### src/hw/rtl/lamp_dimmer_command_controller_macros.svh
// -----------------------------------------------------------------------------
// Lamp dimmer controller assertion macros
// Shared assertion forms used by the controller's top level.
// -----------------------------------------------------------------------------
`ifndef LAMP_DIMMER_COMMAND_CONTROLLER_MACROS_SVH
`define LAMP_DIMMER_COMMAND_CONTROLLER_MACROS_SVH

// Same-cycle implication, checked out of reset.
`define LDCC_ASSERT_SAME(lbl, clk, rst_n, ante, cons, msg) \
	lbl: assert property (@(posedge clk) disable iff (!rst_n) (ante) |-> (cons)) \
		else $error(msg);

// Next-cycle implication, checked out of reset.
`define LDCC_ASSERT_NEXT(lbl, clk, rst_n, ante, cons, msg) \
	lbl: assert property (@(posedge clk) disable iff (!rst_n) (ante) |=> (cons)) \
		else $error(msg);

`endif

### src/hw/rtl/ldcc_pkg.sv
// -----------------------------------------------------------------------------
// Lamp dimmer controller package
// Codes, register indexes, reset values and shared types.
// -----------------------------------------------------------------------------
package ldcc_pkg;

	localparam logic [1:0] EV_TICK   = 2'd0;
	localparam logic [1:0] EV_CMD    = 2'd1;
	localparam logic [1:0] EV_REPORT = 2'd2;

	localparam logic [3:0] CMD_ON        = 4'd2;
	localparam logic [3:0] CMD_OFF       = 4'd3;
	localparam logic [3:0] CMD_GO_FIRST  = 4'd4;
	localparam logic [3:0] CMD_GO_SECOND = 4'd5;
	localparam logic [3:0] CMD_GO_ANY    = 4'd6;
	localparam logic [3:0] CMD_DIM_START = 4'd7;
	localparam logic [3:0] CMD_KEEPALIVE = 4'd8;
	localparam logic [3:0] CMD_DIM_STOP  = 4'd9;

	localparam logic [1:0] REP_OFF   = 2'd0;
	localparam logic [1:0] REP_ON    = 2'd1;
	localparam logic [1:0] REP_LEVEL = 2'd2;

	localparam logic [2:0] ACT_NONE   = 3'd0;
	localparam logic [2:0] ACT_SEND   = 3'd1;
	localparam logic [2:0] ACT_POS1   = 3'd2;
	localparam logic [2:0] ACT_POS2   = 3'd3;
	localparam logic [2:0] ACT_RANDOM = 3'd4;

	localparam logic [1:0] REG_STEP_SIZE = 2'd0;
	localparam logic [1:0] REG_TIMEOUT   = 2'd1;
	localparam logic [1:0] REG_INTERVAL  = 2'd2;
	localparam logic [1:0] REG_DEFAULT   = 2'd3;

	localparam logic [7:0]  RST_STEP_SIZE = 8'd16;
	localparam logic [15:0] RST_TIMEOUT   = 16'd900;
	localparam logic [15:0] RST_INTERVAL  = 16'd180;
	localparam logic [7:0]  RST_LEVEL     = 8'd160;
	localparam logic [7:0]  LEVEL_MAX     = 8'd255;

	// Lamp state that the item logic reads and rewrites.
	typedef struct packed {
		logic [7:0] level;
		logic       lit;
		logic [7:0] remembered;
		logic       dim_active;
		logic       dir_up;
	} lamp_t;

	// Decisions taken from the timers and the duplicate filter.
	typedef struct packed {
		logic step;
		logic timeout;
		logic cmd_ok;
	} ctl_t;

endpackage

### src/hw/rtl/lamp_dimmer_command_controller.sv
// -----------------------------------------------------------------------------
// Lamp dimmer command controller
// An accepted item passes the input register, then the result register. One
// item per cycle is sustained while res_stall stays low, set by the single
// state update between the two registers. Reset clears all lamp state to its
// initial values and loads the register defaults; no clearing pass is needed.
// -----------------------------------------------------------------------------
`include "lamp_dimmer_command_controller_macros.svh"

module lamp_dimmer_command_controller import ldcc_pkg::*; #(
	parameter int AGE_BITS = 16
) (
	input  logic        clk,
	input  logic        arst_n,
	// Configuration write channel.
	input  logic        cfg_valid,
	output logic        cfg_ready,
	input  logic [1:0]  cfg_index,
	input  logic [15:0] cfg_data,
	// Item channel.
	input  logic        evt_valid,
	output logic        evt_stall,
	input  logic [1:0]  event_kind,
	input  logic [3:0]  command,
	input  logic        packet_ok,
	input  logic [7:0]  session_id,
	input  logic [15:0] sequence_number,
	input  logic [1:0]  report_kind,
	input  logic [7:0]  report_level,
	// Result channel.
	output logic        res_valid,
	input  logic        res_stall,
	output logic [7:0]  level,
	output logic        lamp_on,
	output logic [2:0]  action,
	output logic        dimming,
	output logic        dim_upward
);

	// The age compare runs at the wider of the age counters and the 16-bit
	// timer registers, so any AGE_BITS in range compares correctly.
	localparam int CMP_W = (AGE_BITS > 16) ? AGE_BITS : 16;

	// Configuration registers. Writes are always taken; the user only writes
	// while the block is idle.
	logic [7:0]  step_size_q;
	logic [15:0] timeout_q;
	logic [15:0] interval_q;
	logic [7:0]  default_q;

	assign cfg_ready = 1'b1;

	always_ff @(posedge clk or negedge arst_n) begin
		if (!arst_n) begin
			step_size_q <= RST_STEP_SIZE;
			timeout_q   <= RST_TIMEOUT;
			interval_q  <= RST_INTERVAL;
			default_q   <= RST_LEVEL;
		end else if (cfg_valid && cfg_ready) begin
			unique case (cfg_index)
				REG_STEP_SIZE: step_size_q <= cfg_data[7:0];
				REG_TIMEOUT:   timeout_q   <= cfg_data;
				REG_INTERVAL:  interval_q  <= cfg_data;
				REG_DEFAULT:   default_q   <= cfg_data[7:0];
				default: ;
			endcase
		end
	end

	// Input register. It holds one item; the result register takes it when the
	// result side is free or drains that cycle, so items flow every unstalled cycle.
	logic        valid_s1;
	logic [1:0]  kind_s1;
	logic [3:0]  cmd_s1;
	logic        ok_s1;
	logic [7:0]  sess_s1;
	logic [15:0] seq_s1;
	logic [1:0]  rkind_s1;
	logic [7:0]  rlevel_s1;
	logic        res_valid_q;
	logic        advance;
	logic        fire;
	logic        evt_take;

	assign advance   = !res_valid_q || !res_stall;
	assign fire      = valid_s1 && advance;
	assign evt_stall = valid_s1 && !advance;
	assign evt_take  = evt_valid && !evt_stall;

	always_ff @(posedge clk or negedge arst_n) begin
		if (!arst_n) begin
			valid_s1 <= 1'b0;
		end else if (evt_take) begin
			valid_s1 <= 1'b1;
		end else if (advance) begin
			valid_s1 <= 1'b0;
		end
	end

	always_ff @(posedge clk) begin
		if (evt_take) begin
			kind_s1   <= event_kind;
			cmd_s1    <= command;
			ok_s1     <= packet_ok;
			sess_s1   <= session_id;
			seq_s1    <= sequence_number;
			rkind_s1  <= report_kind;
			rlevel_s1 <= report_level;
		end
	end

	// Controller state.
	lamp_t                lamp_q;
	logic [7:0]           prev_sess_q;
	logic [15:0]          prev_seq_q;
	logic [AGE_BITS-1:0]  ka_age_q;
	logic [AGE_BITS-1:0]  step_age_q;
	logic                 step_due_q;

	// Both ages advance on every tick and stick at their all-ones value.
	logic [AGE_BITS-1:0]  ka_inc;
	logic [AGE_BITS-1:0]  step_inc;
	logic                 is_tick;
	logic                 is_cmd;
	logic                 timed_out;
	logic                 step_ready;
	ctl_t                 ctl;
	lamp_t                lamp_nxt;
	logic [2:0]           action_nxt;

	assign ka_inc   = (&ka_age_q) ? ka_age_q : ka_age_q + AGE_BITS'(1);
	assign step_inc = (&step_age_q) ? step_age_q : step_age_q + AGE_BITS'(1);
	assign is_tick  = (kind_s1 == EV_TICK);
	assign is_cmd   = (kind_s1 == EV_CMD);

	// A keepalive silence beyond the timeout wins over a due step.
	assign timed_out  = CMP_W'(ka_inc) > CMP_W'(timeout_q);
	assign step_ready = step_due_q || (CMP_W'(step_inc) >= CMP_W'(interval_q));

	assign ctl.timeout = is_tick && lamp_q.dim_active && timed_out;
	assign ctl.step    = is_tick && lamp_q.dim_active && !timed_out && step_ready;
	// A command counts only if the packet passed its check and is not a repeat
	// of the last accepted session and sequence pair.
	assign ctl.cmd_ok  = is_cmd && ok_s1 &&
		!((sess_s1 == prev_sess_q) && (seq_s1 == prev_seq_q));

	ldcc_lamp u_lamp (
		.event_kind    (kind_s1),
		.command       (cmd_s1),
		.report_kind   (rkind_s1),
		.report_level  (rlevel_s1),
		.ctl           (ctl),
		.dim_step_size (step_size_q),
		.default_level (default_q),
		.cur           (lamp_q),
		.nxt           (lamp_nxt),
		.action        (action_nxt)
	);

	always_ff @(posedge clk or negedge arst_n) begin
		if (!arst_n) begin
			lamp_q      <= '{level: RST_LEVEL, lit: 1'b0, remembered: RST_LEVEL,
				dim_active: 1'b0, dir_up: 1'b1};
			prev_sess_q <= '0;
			prev_seq_q  <= '0;
			ka_age_q    <= '0;
			step_age_q  <= '0;
			step_due_q  <= 1'b0;
		end else if (fire) begin
			lamp_q <= lamp_nxt;
			if (is_tick) begin
				ka_age_q   <= ka_inc;
				step_age_q <= ctl.step ? '0 : step_inc;
				if (ctl.step) begin
					step_due_q <= 1'b0;
				end
			end
			if (ctl.cmd_ok) begin
				prev_sess_q <= sess_s1;
				prev_seq_q  <= seq_s1;
				// Dim start arms an immediate step on the next tick; a keepalive
				// only restarts the silence timer.
				if (cmd_s1 == CMD_DIM_START) begin
					ka_age_q   <= '0;
					step_due_q <= 1'b1;
				end else if (cmd_s1 == CMD_KEEPALIVE) begin
					ka_age_q <= '0;
				end
			end
		end
	end

	// Result register. It shows the state after the item and its action.
	logic [7:0] level_q;
	logic       lamp_on_q;
	logic [2:0] action_q;
	logic       dimming_q;
	logic       dim_upward_q;

	always_ff @(posedge clk or negedge arst_n) begin
		if (!arst_n) begin
			res_valid_q <= 1'b0;
		end else if (advance) begin
			res_valid_q <= valid_s1;
		end
	end

	always_ff @(posedge clk) begin
		if (fire) begin
			level_q      <= lamp_nxt.level;
			lamp_on_q    <= lamp_nxt.lit;
			action_q     <= action_nxt;
			dimming_q    <= lamp_nxt.dim_active;
			dim_upward_q <= lamp_nxt.dir_up;
		end
	end

	assign res_valid  = res_valid_q;
	assign level      = level_q;
	assign lamp_on    = lamp_on_q;
	assign action     = action_q;
	assign dimming    = dimming_q;
	assign dim_upward = dim_upward_q;

	// A lit lamp never reports a zero level.
	`LDCC_ASSERT_SAME(a_lit_nonzero, clk, arst_n, res_valid_q && lamp_on_q, level_q != 8'd0, "lit lamp at level zero")
	// The remembered level is never zero, so the fallback chain always ends.
	`LDCC_ASSERT_SAME(a_remembered_nonzero, clk, arst_n, 1'b1, lamp_q.remembered != 8'd0, "remembered level is zero")
	// An item that moves forward always shows up as a result next cycle.
	`LDCC_ASSERT_NEXT(a_fire_result, clk, arst_n, fire, res_valid_q, "accepted item produced no result")

endmodule

### src/hw/rtl/ldcc_lamp.sv
// -----------------------------------------------------------------------------
// Lamp state update
// Next lamp state and action for one item, given the timer decisions.
// -----------------------------------------------------------------------------
module ldcc_lamp import ldcc_pkg::*; (
	input  logic [1:0] event_kind,
	input  logic [3:0] command,
	input  logic [1:0] report_kind,
	input  logic [7:0] report_level,
	input  ctl_t       ctl,
	input  logic [7:0] dim_step_size,
	input  logic [7:0] default_level,
	input  lamp_t      cur,
	output lamp_t      nxt,
	output logic [2:0] action
);

	logic [7:0] fallback;
	logic [7:0] base;
	logic [8:0] sum_up;
	logic [7:0] stepped;
	logic       set_en;
	logic       set_on;
	logic [7:0] set_lvl;

	assign fallback = (cur.remembered != 8'd0) ? cur.remembered : default_level;
	assign base     = cur.lit ? cur.level : fallback;
	assign sum_up   = {1'b0, base} + {1'b0, dim_step_size};

	always_comb begin
		if (cur.dir_up) begin
			stepped = sum_up[8] ? LEVEL_MAX : sum_up[7:0];
		end else begin
			stepped = (dim_step_size > base) ? 8'd0 : base - dim_step_size;
		end
	end

	always_comb begin
		nxt     = cur;
		action  = ACT_NONE;
		set_en  = 1'b0;
		set_on  = 1'b0;
		set_lvl = cur.level;
		unique case (event_kind)
			EV_TICK: begin
				if (ctl.timeout) begin
					nxt.dim_active = 1'b0;
					nxt.dir_up     = ~cur.dir_up;
				end else if (ctl.step) begin
					set_en  = 1'b1;
					set_on  = 1'b1;
					set_lvl = stepped;
					action  = ACT_SEND;
				end
			end
			EV_CMD: begin
				if (ctl.cmd_ok) begin
					unique case (command)
						CMD_ON: begin
							set_en  = 1'b1;
							set_on  = 1'b1;
							set_lvl = (cur.level != 8'd0) ? cur.level : fallback;
							action  = ACT_SEND;
						end
						CMD_OFF: begin
							set_en = 1'b1;
							action = ACT_SEND;
						end
						CMD_GO_FIRST:  action = ACT_POS1;
						CMD_GO_SECOND: action = ACT_POS2;
						CMD_GO_ANY:    action = ACT_RANDOM;
						CMD_DIM_START, CMD_KEEPALIVE: nxt.dim_active = 1'b1;
						CMD_DIM_STOP: begin
							if (cur.dim_active) begin
								nxt.dim_active = 1'b0;
								nxt.dir_up     = ~cur.dir_up;
							end
						end
						default: ;
					endcase
				end
			end
			EV_REPORT: begin
				unique case (report_kind)
					REP_OFF: set_en = 1'b1;
					REP_ON: begin
						set_en  = 1'b1;
						set_on  = 1'b1;
						set_lvl = fallback;
					end
					REP_LEVEL: begin
						set_en  = 1'b1;
						set_on  = 1'b1;
						set_lvl = report_level;
					end
					default: ;
				endcase
			end
			default: ;
		endcase
		if (set_en) begin
			nxt.level = set_lvl;
			nxt.lit   = set_on && (set_lvl != 8'd0);
			if (set_lvl != 8'd0) begin
				nxt.remembered = set_lvl;
			end
		end
	end

endmodule

### config.mk
export PLATFORM = sky130hd
export DESIGN_NAME = lamp_dimmer_command_controller
export DESIGN_NICKNAME = d
export VERILOG_FILES = /design/src/hw/rtl/ldcc_pkg.sv /design/src/hw/rtl/lamp_dimmer_command_controller.sv /design/src/hw/rtl/ldcc_lamp.sv
export VERILOG_INCLUDE_DIRS = /design/src /design/src/hw/rtl
export SDC_FILE = /design/constraint.sdc
export NUM_CORES = 1
export LEC_CHECK = 0
export ABC_AREA = 1
export ABC_CLOCK_PERIOD_IN_PS = 4160
export BUFFER_PORTS_ARGS = -buffer_cell sky130_fd_sc_hd__buf_2
export CORE_MARGIN = 1.5
export CORE_UTILIZATION = 57
export CTS_BUF_LIST = sky130_fd_sc_hd__clkbuf_4 sky130_fd_sc_hd__clkbuf_8
export DETAILED_ROUTE_END_ITERATION = 8
export PLACE_DENSITY = 0.79
export SLEW_MARGIN = 20
export SYNTH_ARGS = -nofsm -noshare
export SYNTH_HDL_FRONTEND = slang
export SYNTH_HIERARCHICAL = 1
export SYNTH_SLANG_ARGS = --single-unit
### constraint.sdc
create_clock -name clk -period 4.16 [get_ports clk]
set_input_delay 0.208 -clock clk [delete_from_list [all_inputs] [get_ports clk]]
set_output_delay 0.208 -clock clk [all_outputs]
set_load 0.03 [all_outputs]
# Yosys cells after proc, flatten, opt, wreduce, memory -nomap -nowiden

Cells that the tools add are included.

Register bits: 181
Bits in latches: 0
Memory bits (writable): 0
ROM bits: 0
Output and inout port bits: 17
Memories kept: 0

Add/subtract/negate cells: 4
Multipliers: 0
Div/mod/pow operators: 0
$lt $le $gt $ge: 3
Equal/unequal tests: 17
Shifts and indexed selects: 0
Multiplexer cells: 48
Bitwise logic cells: 1
Reduce and logical (&&, ||, !) cells: 39

Operator list:

| cell                                           | number |
|---|---|
| 2-to-1 mux 16 bit                              | 7 |
| 2-to-1 mux 8 bit                               | 11 |
| adder 16 x 1 -> 16 bit (second input constant) | 2 |
| AND reduction 16 bit                           | 2 |
| case mux 8 bit (3 select lines)                | 1 |
| nonzero test 8 bit                             | 3 |
| 2-to-1 mux 1 bit                               | 17 |
| 2-to-1 mux 17 bit                              | 1 |
| == test 16 bit                                 | 1 |
| == test 4 x 3 -> 1 bit (second input constant) | 4 |
| greater-or-equal comparator 16 bit             | 1 |
| > comparator 16 bit                            | 1 |
| case mux 8 bit (2 select lines)                | 1 |
| case mux 3 bit (4 select lines)                | 1 |
| AND reduction 2 bit                            | 6 |
| logical AND 1 bit                              | 11 |
| adder 8 x 8 -> 9 bit                           | 1 |
| == test 2 bit (second input constant)          | 4 |
| == test 4 x 2 -> 1 bit (second input constant) | 2 |
| == test 4 bit (second input constant)          | 2 |
| == test 8 bit                                  | 1 |
| > comparator 8 bit                             | 1 |
| subtractor 8 bit                               | 1 |
| == test 2 x 1 -> 1 bit (second input constant) | 3 |
| other kinds (14)                               | 27 |

# Logic depth before layout (Yosys ltp)

Gate-level depths: netlist of run 1.

Depth after elaboration: 12
Mapped depth: 36
Depth with buffers taken out: 35

# Cells and area by module

The synthesis of run 1 kept the hierarchy.

Modules (own cells, without submodules):

| module                         | times used | cells each | area an instance (um^2) |
|---|---|---|---|
| lamp_dimmer_command_controller | 1          | 1092       | 9156.3 |
| ldcc_lamp                      | 1          | 395        | 2064.5 |

# Least setup slack after synthesis of run 1

Ideal clock, no wire load.

Path type: register to register
From: register ka_age_q[0]
To: register lamp_on_q (netlist: lamp_on) (data pin)
Setup time: 0.258 ns
Data arrival time: 3.719 ns
Required time: 3.902 ns
Setup slack: 0.184 ns
Stages on the path, launching flop included: 35
Period minus slack after synthesis: 3.976 ns
Cells stage by stage: dfrtp_1 -> ha_1 -> nand2_1 -> nor2_4 -> nand2_2 -> nor2_4 -> inv_2 -> buf_6 -> clkbuf_1 -> nand2_1 -> ha_1 -> nand2_1 -> nor2_1 -> nand2_1 -> nor2_1 -> nand2_1 -> nand3_1 -> nand2_1 -> nand3_2 -> buf_4 -> inv_1 -> nand2_2 -> inv_1 -> nand3_1 -> o21ai_1 -> nand2_1 -> nand2_2 -> o21ai_2 -> nand2_1 -> nor2_2 -> nand3_2 -> nand2_4 -> nand2_2 -> nand2_1 -> nand2_1

RTL lines:

| element                  | RTL line                              | text |
|---|---|---|
| start: declaration       | lamp_dimmer_command_controller.sv:116 | `logic [AGE_BITS-1:0] ka_age_q;` |
| start signal: assignment | lamp_dimmer_command_controller.sv:172 | `ka_age_q <= ka_inc;` |
| end signal: assignment   | lamp_dimmer_command_controller.sv:211 | `lamp_on_q <= lamp_nxt.lit;` |
| end: declaration         | lamp_dimmer_command_controller.sv:195 | `logic lamp_on_q;` |

==> impl_metrics.ini, run 1 <==
[clock_tree]
numCtsBuffers = 17
root_buffer = clkbuf_8
clockBufferDepth = 2
path_clk_slew_ns = 0.11
htreeDepth = 4
cts_tree = built
clock_latency_ns = 0.49
clkSinkCount = 181

[worst_setup_path]
cp_max_fo = 17
criticalPathCategory = flip-flop to flip-flop
reg2reg_slack_ns = 0.30
timing.rr.end = lamp_on
r2r_start = step_age_q[0]
setup.worst_path.start_class = flip-flop
cp_common_cell = nand2_1
cpPeakStageDelay_ns = 0.46
arrival_ns = 4.11
end_kind = flip-flop
crit_slowest_cell = dfrtp_1
crit_required_ns = 4.41
r2r_cells = 31

[sta]
slew_viol_final = 0
slew_headroom_pct = 32.1
period_needed_ns = 3.86
hold_violations = 0
worst_pin_slew_ns = 1.02
period_share_pct = 92.9
whs_ns = 0.0132
setup_viol = 0
clock_skew_ns = 0.0179
max_freq_mhz = 259

[floorplan]
dieWidth_um = 143
start_util_pct = 57.8
core_area_um2 = 19400
dieArea_um2 = 20500
ios = 81
die_y_um = 143
rows = 51

[synthesis]
syn_inst = 1487
avgSynthCellArea_um2 = 7.55
synthArstFlopShare_pct = 69.6
synth_ff_type = dfrtp_1
yosysWarnings = 6
synth_edf_count = 55
synth_nets = 1605
yosysSeqAreaShare_pct = 43.0
synth_cell_types = 54
netlist_area_um2 = 11200
ys_ff_latch = 181

[power_and_ir_drop]
p_per_area_nw_per_um2 = 534
ir_worst_vdd_mv = 0.286
leakage_uw = 0.00669

[route]
drt_wl_total_um = 28200
postRouteAntennaNets = 0
first_pass_iters = 6
drtIter0Drc = 853
drc_errors = 0
vias_per_cell = 5.32
wl_per_cell_um = 14.9
vias = 10100

[placement]
portBuffers = 79
gp_congestion = 0.925
place_inst = 1800
dpl.hpwl_um = 19300

[finish]
drive_gt1_share_pct = 15.8
final_cell_count_no_fill = 1898
final_util_pct = 67.1
fin_nets = 1738
area_delta_synth_final_pct = 16.0
diodes = 0

[global_routing]
grt-ovfl-total = 0
grt_pass1_vias = 9594
grt_pass1_wl_um = 45500
grt_use_total_pct = 28.0
antenna_found_initial = 0
grt_max_degree = 76

[min_path]
hold-path-endpoint = timeout_q[15]
min_from = cfg_data[15]
min_path_type = input port to flip-flop
whs_path_depth = 3

[outcome]
status = finished, final reports clean

[job]
cap_violations = 0
## stage by stage
stage | setup slack, ns | instance area (um^2) | total power, uW | setup TNS (ns)
floorplan | 0.184 | 11200 | 4700 | 0
global placement | 0.128 | 11800 | 5360 | 0
detailed placement | 0.0201 | 11800 | 5440 | 0
CTS | 0.0000435 | 12800 | 6750 | 0
global route | -0.0815 | 13000 | 7500 | -0.414
finish | 0.296 | 13000 | 6950 | 0
## state kept, by name, summed over array words and instances, names as in the netlist, 3 cells and up
register,count
lamp_q,19
seq_s1,16
sess_s1,8
step_age_q,16
interval_q,16
ka_age_q,16
rlevel_s1,8
level,8
default_q,8
step_size_q,8
timeout_q,16
prev_sess_q,8
prev_seq_q,16
action,3
cmd_s1,4
## routing by layer
metal	share of wire, %	track usage (%)	vias to the layer above
li1	-	-	5023
met1	44	37.0	4713
met2	48	47.4	318
met3	5.9	4.50	52
met4	2.1	8.75	0
met5	0	0	-
## timing repair
item                                    4_1_cts  5_1_grt
hold endpoints to repair                     99        0
endpoints found under the setup margin        0       26
gates resized for setup                       0       38
buffers inserted                              0       15
hold buffers                                 49        0
## power by group
part	total, uW	leakage (uW)	switching (uW)	internal (uW)
clock	1260	0.000209	789	474
sequential	2610	0.00210	371	2240
combinational	3070	0.00438	1950	1130
total	6950	0.00669	3110	3840
## logic make-up after synthesis
kind of cell               count (synthesis)  synth area share (%)
xor gates and xnor gates                  26                  2.03
and+or+nand+nor                          757                  28.9
buffers and inverters                    262                  9.50
AOI/OAI and AO/OA                        206                  10.4
DFF                                      181                  43.0
adders and majority gates                 54                  6.16
other                                      1                0.0334
## cells in the mapped netlist, drive strengths merged (2+ instances only)
master,instances,area [um^2]
nand3,79,440
o22ai,4,25.0
a21oi,57,293
nand2,532,2020
or2,5,31.3
inv,217,817
fa,2,40.0
nand4,29,203
o2111ai,2,17.5
dfstp,16,420
clkbuf,22,83.8
dfrtp,110,2750
nor2,91,405
nor3,16,106
o211ai,7,52.6
nor4,2,12.5
o21ai,125,686
edfxtp,55,1650
ha,52,651
o21bai,2,15.0
clkinv,2,7.51
buf,21,158
xnor2,2,17.5
a21o,2,15.0
a221oi,2,17.5
xor2,24,210
## critical path: cells and delay by family (launching register included)
family | cells | cell delay, ns
simple gates | 20 | 1.90
flops | 1 | 0.46
compound gates | 4 | 0.42
buf+inv | 5 | 0.42
fa+ha+maj | 2 | 0.41
## placed cells by master, fill, tap and decap left out, types with 27 or more instances in the layout
master         netlist  routed
ha_1                52      49
dlygate4sd3_1        0      49
inv_1              203     200
nand4_1             27      27
nand3_1             70      69
buf_2                9      78
edfxtp_1            55      55
a21oi_1             55      52
dfrtp_1            110     105
nor2_1              81      74
o21ai_0             90      86
nand2_1            524     519
## area by class of cell
class                           count  area, um^2
Inverter                          219         827
Clock buffer                       17         234
Multi-Input combinational cell   1045        5460
Timing Repair Buffer              156        1140
Fill cell                        1598        6380
Tap cell                          265         332
Clock inverter                     15         195
Sequential cell                   181        4830
## how the worst max path moves through the flow
stage,start,endpoint,slack [ns],cells past startpoint
after floorplan,ka_age_q[0],lamp_on,0.18,34
after global placement,ka_age_q[0],lamp_on,0.13,32
after detailed placement,ka_age_q[0],lamp_on,0.02,32
after CTS,ka_age_q[0],lamp_on,0.00004,32
after global routing,ka_age_q[2],lamp_q[9],-0.08,29
final,step_age_q[0],lamp_on,0.30,31
Power figures use the tool's default switching activity.
==> run 2, diff against run 1 <==
--- a/config.mk
+++ b/config.mk
@@ -6,13 +6,13 @@
 export SDC_FILE = /design/constraint.sdc
 export NUM_CORES = 1
 export LEC_CHECK = 0
-export ABC_AREA = 1
 export ABC_CLOCK_PERIOD_IN_PS = 4160
 export BUFFER_PORTS_ARGS = -buffer_cell sky130_fd_sc_hd__buf_2
 export CORE_MARGIN = 1.5
 export CORE_UTILIZATION = 57
 export CTS_BUF_LIST = sky130_fd_sc_hd__clkbuf_4 sky130_fd_sc_hd__clkbuf_8
 export DETAILED_ROUTE_END_ITERATION = 8
+export MAX_ROUTING_LAYER = met4
 export PLACE_DENSITY = 0.79
 export SLEW_MARGIN = 20
 export SYNTH_ARGS = -nofsm -noshare
==> impl_metrics.ini, run 2 <==
[outcome]
status = finished with violations
violations = setup timing

[placement]
dp_slack_ns = -0.596
dpl.hpwl_um = 20700
gp_congestion = 1.01
portBuffers = 79

[synthesis]
synth_cell_types = 90
synth_area_leaders = dfrtp_1 (25%), edfxtp_1 (15%), mux2_2 (8.5%), ha_1 (6.0%), dfstp_2 (3.9%)
synthArstFlopShare_pct = 69.6
avgSynthCellArea_um2 = 10.6
netlist_area_um2 = 10800
yosysTopAreaCellShare_pct = 25.5
synth_nets = 1136
yosysWarnings = 6
yosysSeqAreaShare_pct = 44.7
synth_ff_type = dfrtp_1
ys_ff_latch = 181
ys_top_cells_by_count = dfrtp_1 (110), mux2_2 (82), nor2_1 (75)
netlist.top_cell.by_area = dfrtp_1
syn_inst = 1018
synth_most_common_cell = dfrtp_1
synth_edf_count = 55

[clock_tree]
root_buffer = clkbuf_8
path_clk_slew_ns = 0.10
numCtsBuffers = 17
cts_tree = built
clock_latency_ns = 0.49
htreeDepth = 4
clkSinkCount = 181
clockBufferDepth = 2

[floorplan]
rows = 50
ios = 81
dieWidth_um = 141
start_util_pct = 57.9
core_area_um2 = 18600
die_y_um = 141
dieArea_um2 = 19800

[worst_setup_path]
end_kind = flip-flop
crit_slowest_cell = dfrtp_1
criticalPathCategory = flip-flop to flip-flop
cp_max_fo = 6
crit_required_ns = 4.57
cp_common_cell = nand4_1
arrival_ns = 5.10
r2r_start = step_age_q[6]
startpoint = step_age_q[6]
cpPeakStageDelay_ns = 0.39
setup.worst_path.start_class = flip-flop
crit_chain = nand4_1 > or2_1 > buf_6 > nor2_4 > nand3_2 > xnor2_2 > ha_1 > nand4_1 > a2111oi_2 > nand3b_1 > and3_4 > a211oi_4 > nor2b_4 > and3_1 > a31oi_1 > a41oi_2 > and4_1 > nand4_4 > o31ai_4 > a22o_1 > mux2_2

[sta]
whs_ns = 0.0320
worst_pin_slew_ns = 0.998
slew_viol_final = 0
period_needed_ns = 4.69
setup_viol = 23
grt_setup_unrepaired = true
max_freq_mhz = 213
period_share_pct = 113
clock_skew_ns = 0.0296
hold_violations = 0
slew_headroom_pct = 33.3
layout_setup_ws_ns = -0.533

[power_and_ir_drop]
ir_worst_vdd_mv = 0.278
total_power_uw = 7100
leakage_uw = 0.00610
p_per_area_nw_per_um2 = 512

[global_routing]
grt_use_total_pct = 33.1
grt_max_degree = 62
grt_pass1_vias = 9234
grt_pass1_wl_um = 49100
antenna_found_initial = 0
grt-ovfl-total = 0

[finish]
layout_commonest_cell = buf_4
largest_reg_flops = 19
diodes = 0
seq_area_um2 = 4830
multi_input_area_um2 = 5930
drive_gt1_share_pct = 36.6
most-common-layout-cells = buf_4 (161), dfrtp_1 (106), mux2_2 (81), buf_2 (79), nor2_1 (68)
area_delta_synth_final_pct = 28.4
fillers = 1236
largest-register = lamp_q
fin_nets = 1417

[route]
drt_wl_total_um = 31600
vias_per_cell = 6.09
postRouteAntennaNets = 0
drc_errors = 0
vias = 9420
wl_per_cell_um = 20.4
drtIter0Drc = 870
first_pass_iters = 5

[job]
cap_violations = 0

[min_path]
min_from = cfg_data[7]
min_path_type = input port to flip-flop
## run 2: metrics by stage
stage	cell area, um^2	utilization [%]	TNS (ns)	std cells
final	13900	74.4	-6.47	1546
after global routing	13900	74.4	-9.67	1546
after CTS	13700	73.3	-3.70	1533
after detailed placement	12500	67.0	-7.38	1435
after global placement	12500	67.0	-4.19	1435
after floorplan	10900	-	-3.67	1018
## run 2: cell families (layout without fill, tap and decap cells)
logic type	count (synthesis)	after routing	share of synthesized area [%]
flip-flops	181	181	44.7
XOR/XNOR	50	50	4.05
adder cells (fa/ha/maj)	54	54	6.39
other	1	1	0.0347
buffers and inverters	101	395	3.86
AND/OR/NAND/NOR	310	310	14.9
multiplexers	106	106	11.6
AO/OA/AOI/OAI	215	215	14.5
## run 2: power by group
part | switching [uW] | internal, uW
registers | 349 | 2210
logic | 1750 | 1580
clock network | 717 | 491
total | 2810 | 4290
## run 2: routing by layer
metal	part of all wire (%)	up-vias	global-route usage, %
li1	-	4295	-
met1	41	4596	42.5
met2	48	451	52.9
met3	7.5	78	5.98
met4	3.2	0	12.1
met5	0	-	-
## run 2: cell type report
type,count,area share [%]
clock buffers,17,1.69
clock inverters,15,1.01
inverters,65,1.76
multi-input cells,736,42.8
flip-flops and latches,181,34.8
well taps,234,2.11
repair buffers,298,15.8
## run 2: worst max-delay path, delay by kind of cell (launching register included)
family          cells  cell delay, ns
compound gates      6            1.41
fa+ha+maj           1            0.32
buf+inv             1            0.14
xor+xnor            1            0.15
simple gates       11            2.03
mux                 1            0.15
flops               1            0.39
## run 2: final timing paths
check	endpoint	slack [ns]	cells past startpoint
hold / removal	timeout_q[7]	0.03	2
hold reg to reg	timeout_q[5]	0.51	1
setup / recovery	lamp_q[4]	-0.53	21
setup reg to reg	lamp_q[4]	-0.53	21
max in group asynchronous	interval_q[4]	2.83	3
min in group asynchronous	timeout_q[12]	0.34	2
## run 2: what timing repair did
item,4_1_cts,5_1_grt
setup buffers,15,13
gates resized for setup,43,20
pin swaps,22,10
hold buffers,51,0
hold endpoints to repair,115,0
setup endpoints to repair,26,26
==> run 3, diff against run 2 <==
--- a/config.mk
+++ b/config.mk
@@ -6,6 +6,7 @@
 export SDC_FILE = /design/constraint.sdc
 export NUM_CORES = 1
 export LEC_CHECK = 0
+export ABC_AREA = 1
 export ABC_CLOCK_PERIOD_IN_PS = 4160
 export BUFFER_PORTS_ARGS = -buffer_cell sky130_fd_sc_hd__buf_2
 export CORE_MARGIN = 1.5
==> impl_metrics.ini, run 3 (same netlist as run 1, synthesis figures left out) <==
[outcome]
status = finished, final reports clean

[worst_setup_path]
cpPeakStageDelay_ns = 0.46
cp_top_family = simple AND/OR/NAND/NOR gates
crit_slowest_cell = dfrtp_1
setup.worst_path.start_class = flip-flop
cp_max_fo = 8
cp_common_cell = nand2_1
r2r_cells = 29
timing.rr.end = lamp_on
criticalPathCategory = flip-flop to flip-flop
cp.depth = 29
path_buf_inv = 2
startpoint = ka_age_q[8]
arrival_ns = 4.27
r2r_start = ka_age_q[8]
crit_path_end = lamp_on
crit_required_ns = 4.39
reg2reg_slack_ns = 0.12
end_kind = flip-flop

[finish]
fin_nets = 1738
area_delta_synth_final_pct = 16.6
final_cell_count_no_fill = 1898
most-common-layout-cells = nand2_1 (514), inv_1 (200), dfrtp_1 (102), o21ai_0 (86), buf_2 (78)
final_util_pct = 67.4
fillers = 1578
diodes = 0
largest_reg_flops = 19
largest-register = lamp_q
layout_commonest_cell = nand2_1
drive_gt1_share_pct = 17.0
fin_area_um2 = 13100

[sta]
period_needed_ns = 4.04
worst_pin_slew_ns = 1.03
slew_viol_final = 0
clock_skew_ns = 0.0172
max_freq_mhz = 248
whs_ns = 0.0242
hold_violations = 0
period_share_pct = 97.0
slew_headroom_pct = 31.0
setup_viol = 0

[placement]
dpl.hpwl_um = 19400
place_area_um2 = 11800
place_inst = 1800
gp_congestion = 0.980
portBuffers = 79

[power_and_ir_drop]
pwr-share-comb_pct = 44.7
leakage_uw = 0.00671
pwr-share-clk_pct = 18.4
ir_worst_vdd_mv = 0.281
p_switching_uw = 3140
sw_frac_of_total_pct = 44.3
p_seq_share_pct = 36.9
p_per_area_nw_per_um2 = 542
intPower_uw = 3940

[clock_tree]
root_buffer = clkbuf_8
htreeDepth = 4
path_clk_slew_ns = 0.10
clock_latency_ns = 0.48
cts_tree = built
numCtsBuffers = 17
clkSinkCount = 181
clockBufferDepth = 2

[global_routing]
grt_pass1_wl_um = 45500
grt-ovfl-total = 0
grt_max_degree = 64
grt_use_total_pct = 29.2
antenna_found_initial = 0
grt_pass1_vias = 9431

[floorplan]
ios = 81
rows = 51
core_area_um2 = 19400
die_y_um = 143
dieWidth_um = 143
dieArea_um2 = 20500
start_util_pct = 57.8

[route]
vias_per_cell = 5.34
first_pass_iters = 5
postRouteAntennaNets = 0
drc_errors = 0
drtIter0Drc = 916
wl_per_cell_um = 15.0
drt_wl_total_um = 28400
vias = 10100

[job]
cap_violations = 0

[min_path]
min_path_type = input port to flip-flop
## run 3: what timing repair did
item                                    in CTS  in global routing
pin swaps                                    0                 20
gates resized for setup                      1                 63
endpoints found under the setup margin       4                 26
buffers inserted                             3                 14
hold endpoints to repair                   100                  0
cloned                                       0                  1
hold buffers                                47                  0
## run 3: worst min-delay path: stages
cell	delay, ns
buf_2	0.10
inv_1	0.06
o21ai_0	0.08
## run 3: layer usage
layer	vias to the layer above	GRT usage (%)	wire, um
met5	-	-	0
met4	0	8.65	641
met3	64	4.70	1750
met2	384	46.0	13400
met1	4677	39.1	12700
li1	5002	-	-
## run 3: power groups by stage
stage / clock (uW) / combinational (uW) / sequential (uW)
2_1_floorplan: 0 / 2140 / 2560
3_3_place_gp: 0 / 2780 / 2610
3_5_place_dp: 0 / 2820 / 2610
4_1_cts: 1310 / 2910 / 2580
5_1_grt: 1390 / 3540 / 2660
6_report: 1300 / 3160 / 2620
## run 3: worst min-delay path by stage
stage,start,to,cells past startpoint
after CTS,cfg_data[15],interval_q[15],3
final,cfg_data[14],interval_q[14],3
after global routing,cfg_data[13],interval_q[13],3
after detailed placement,arst_n,ka_age_q[11],1
after floorplan,arst_n,default_q[0],0
after global placement,arst_n,ka_age_q[11],1
## run 3: layout make-up
class	instances	area, um^2	area share [%]
Tap cell	265	332	2.53
Sequential cell	181	4830	37.0
Multi-Input combinational cell	1045	5540	42.4
Clock buffer	17	234	1.79
Inverter	219	833	6.37
Clock inverter	15	188	1.43
Timing Repair Buffer	156	1120	8.54
## run 3: stage by stage
| step | power, uW | setup slack (ns) | setup TNS (ns) |
|---|---|---|---|
| after floorplan | 4700 | 0.184 | 0 |
| after global placement | 5390 | 0.0121 | 0 |
| after detailed placement | 5440 | -0.0535 | -0.0729 |
| after CTS | 6800 | 0.0476 | 0 |
| after global routing | 7590 | -0.0600 | -0.290 |
| final | 7080 | 0.123 | 0 |
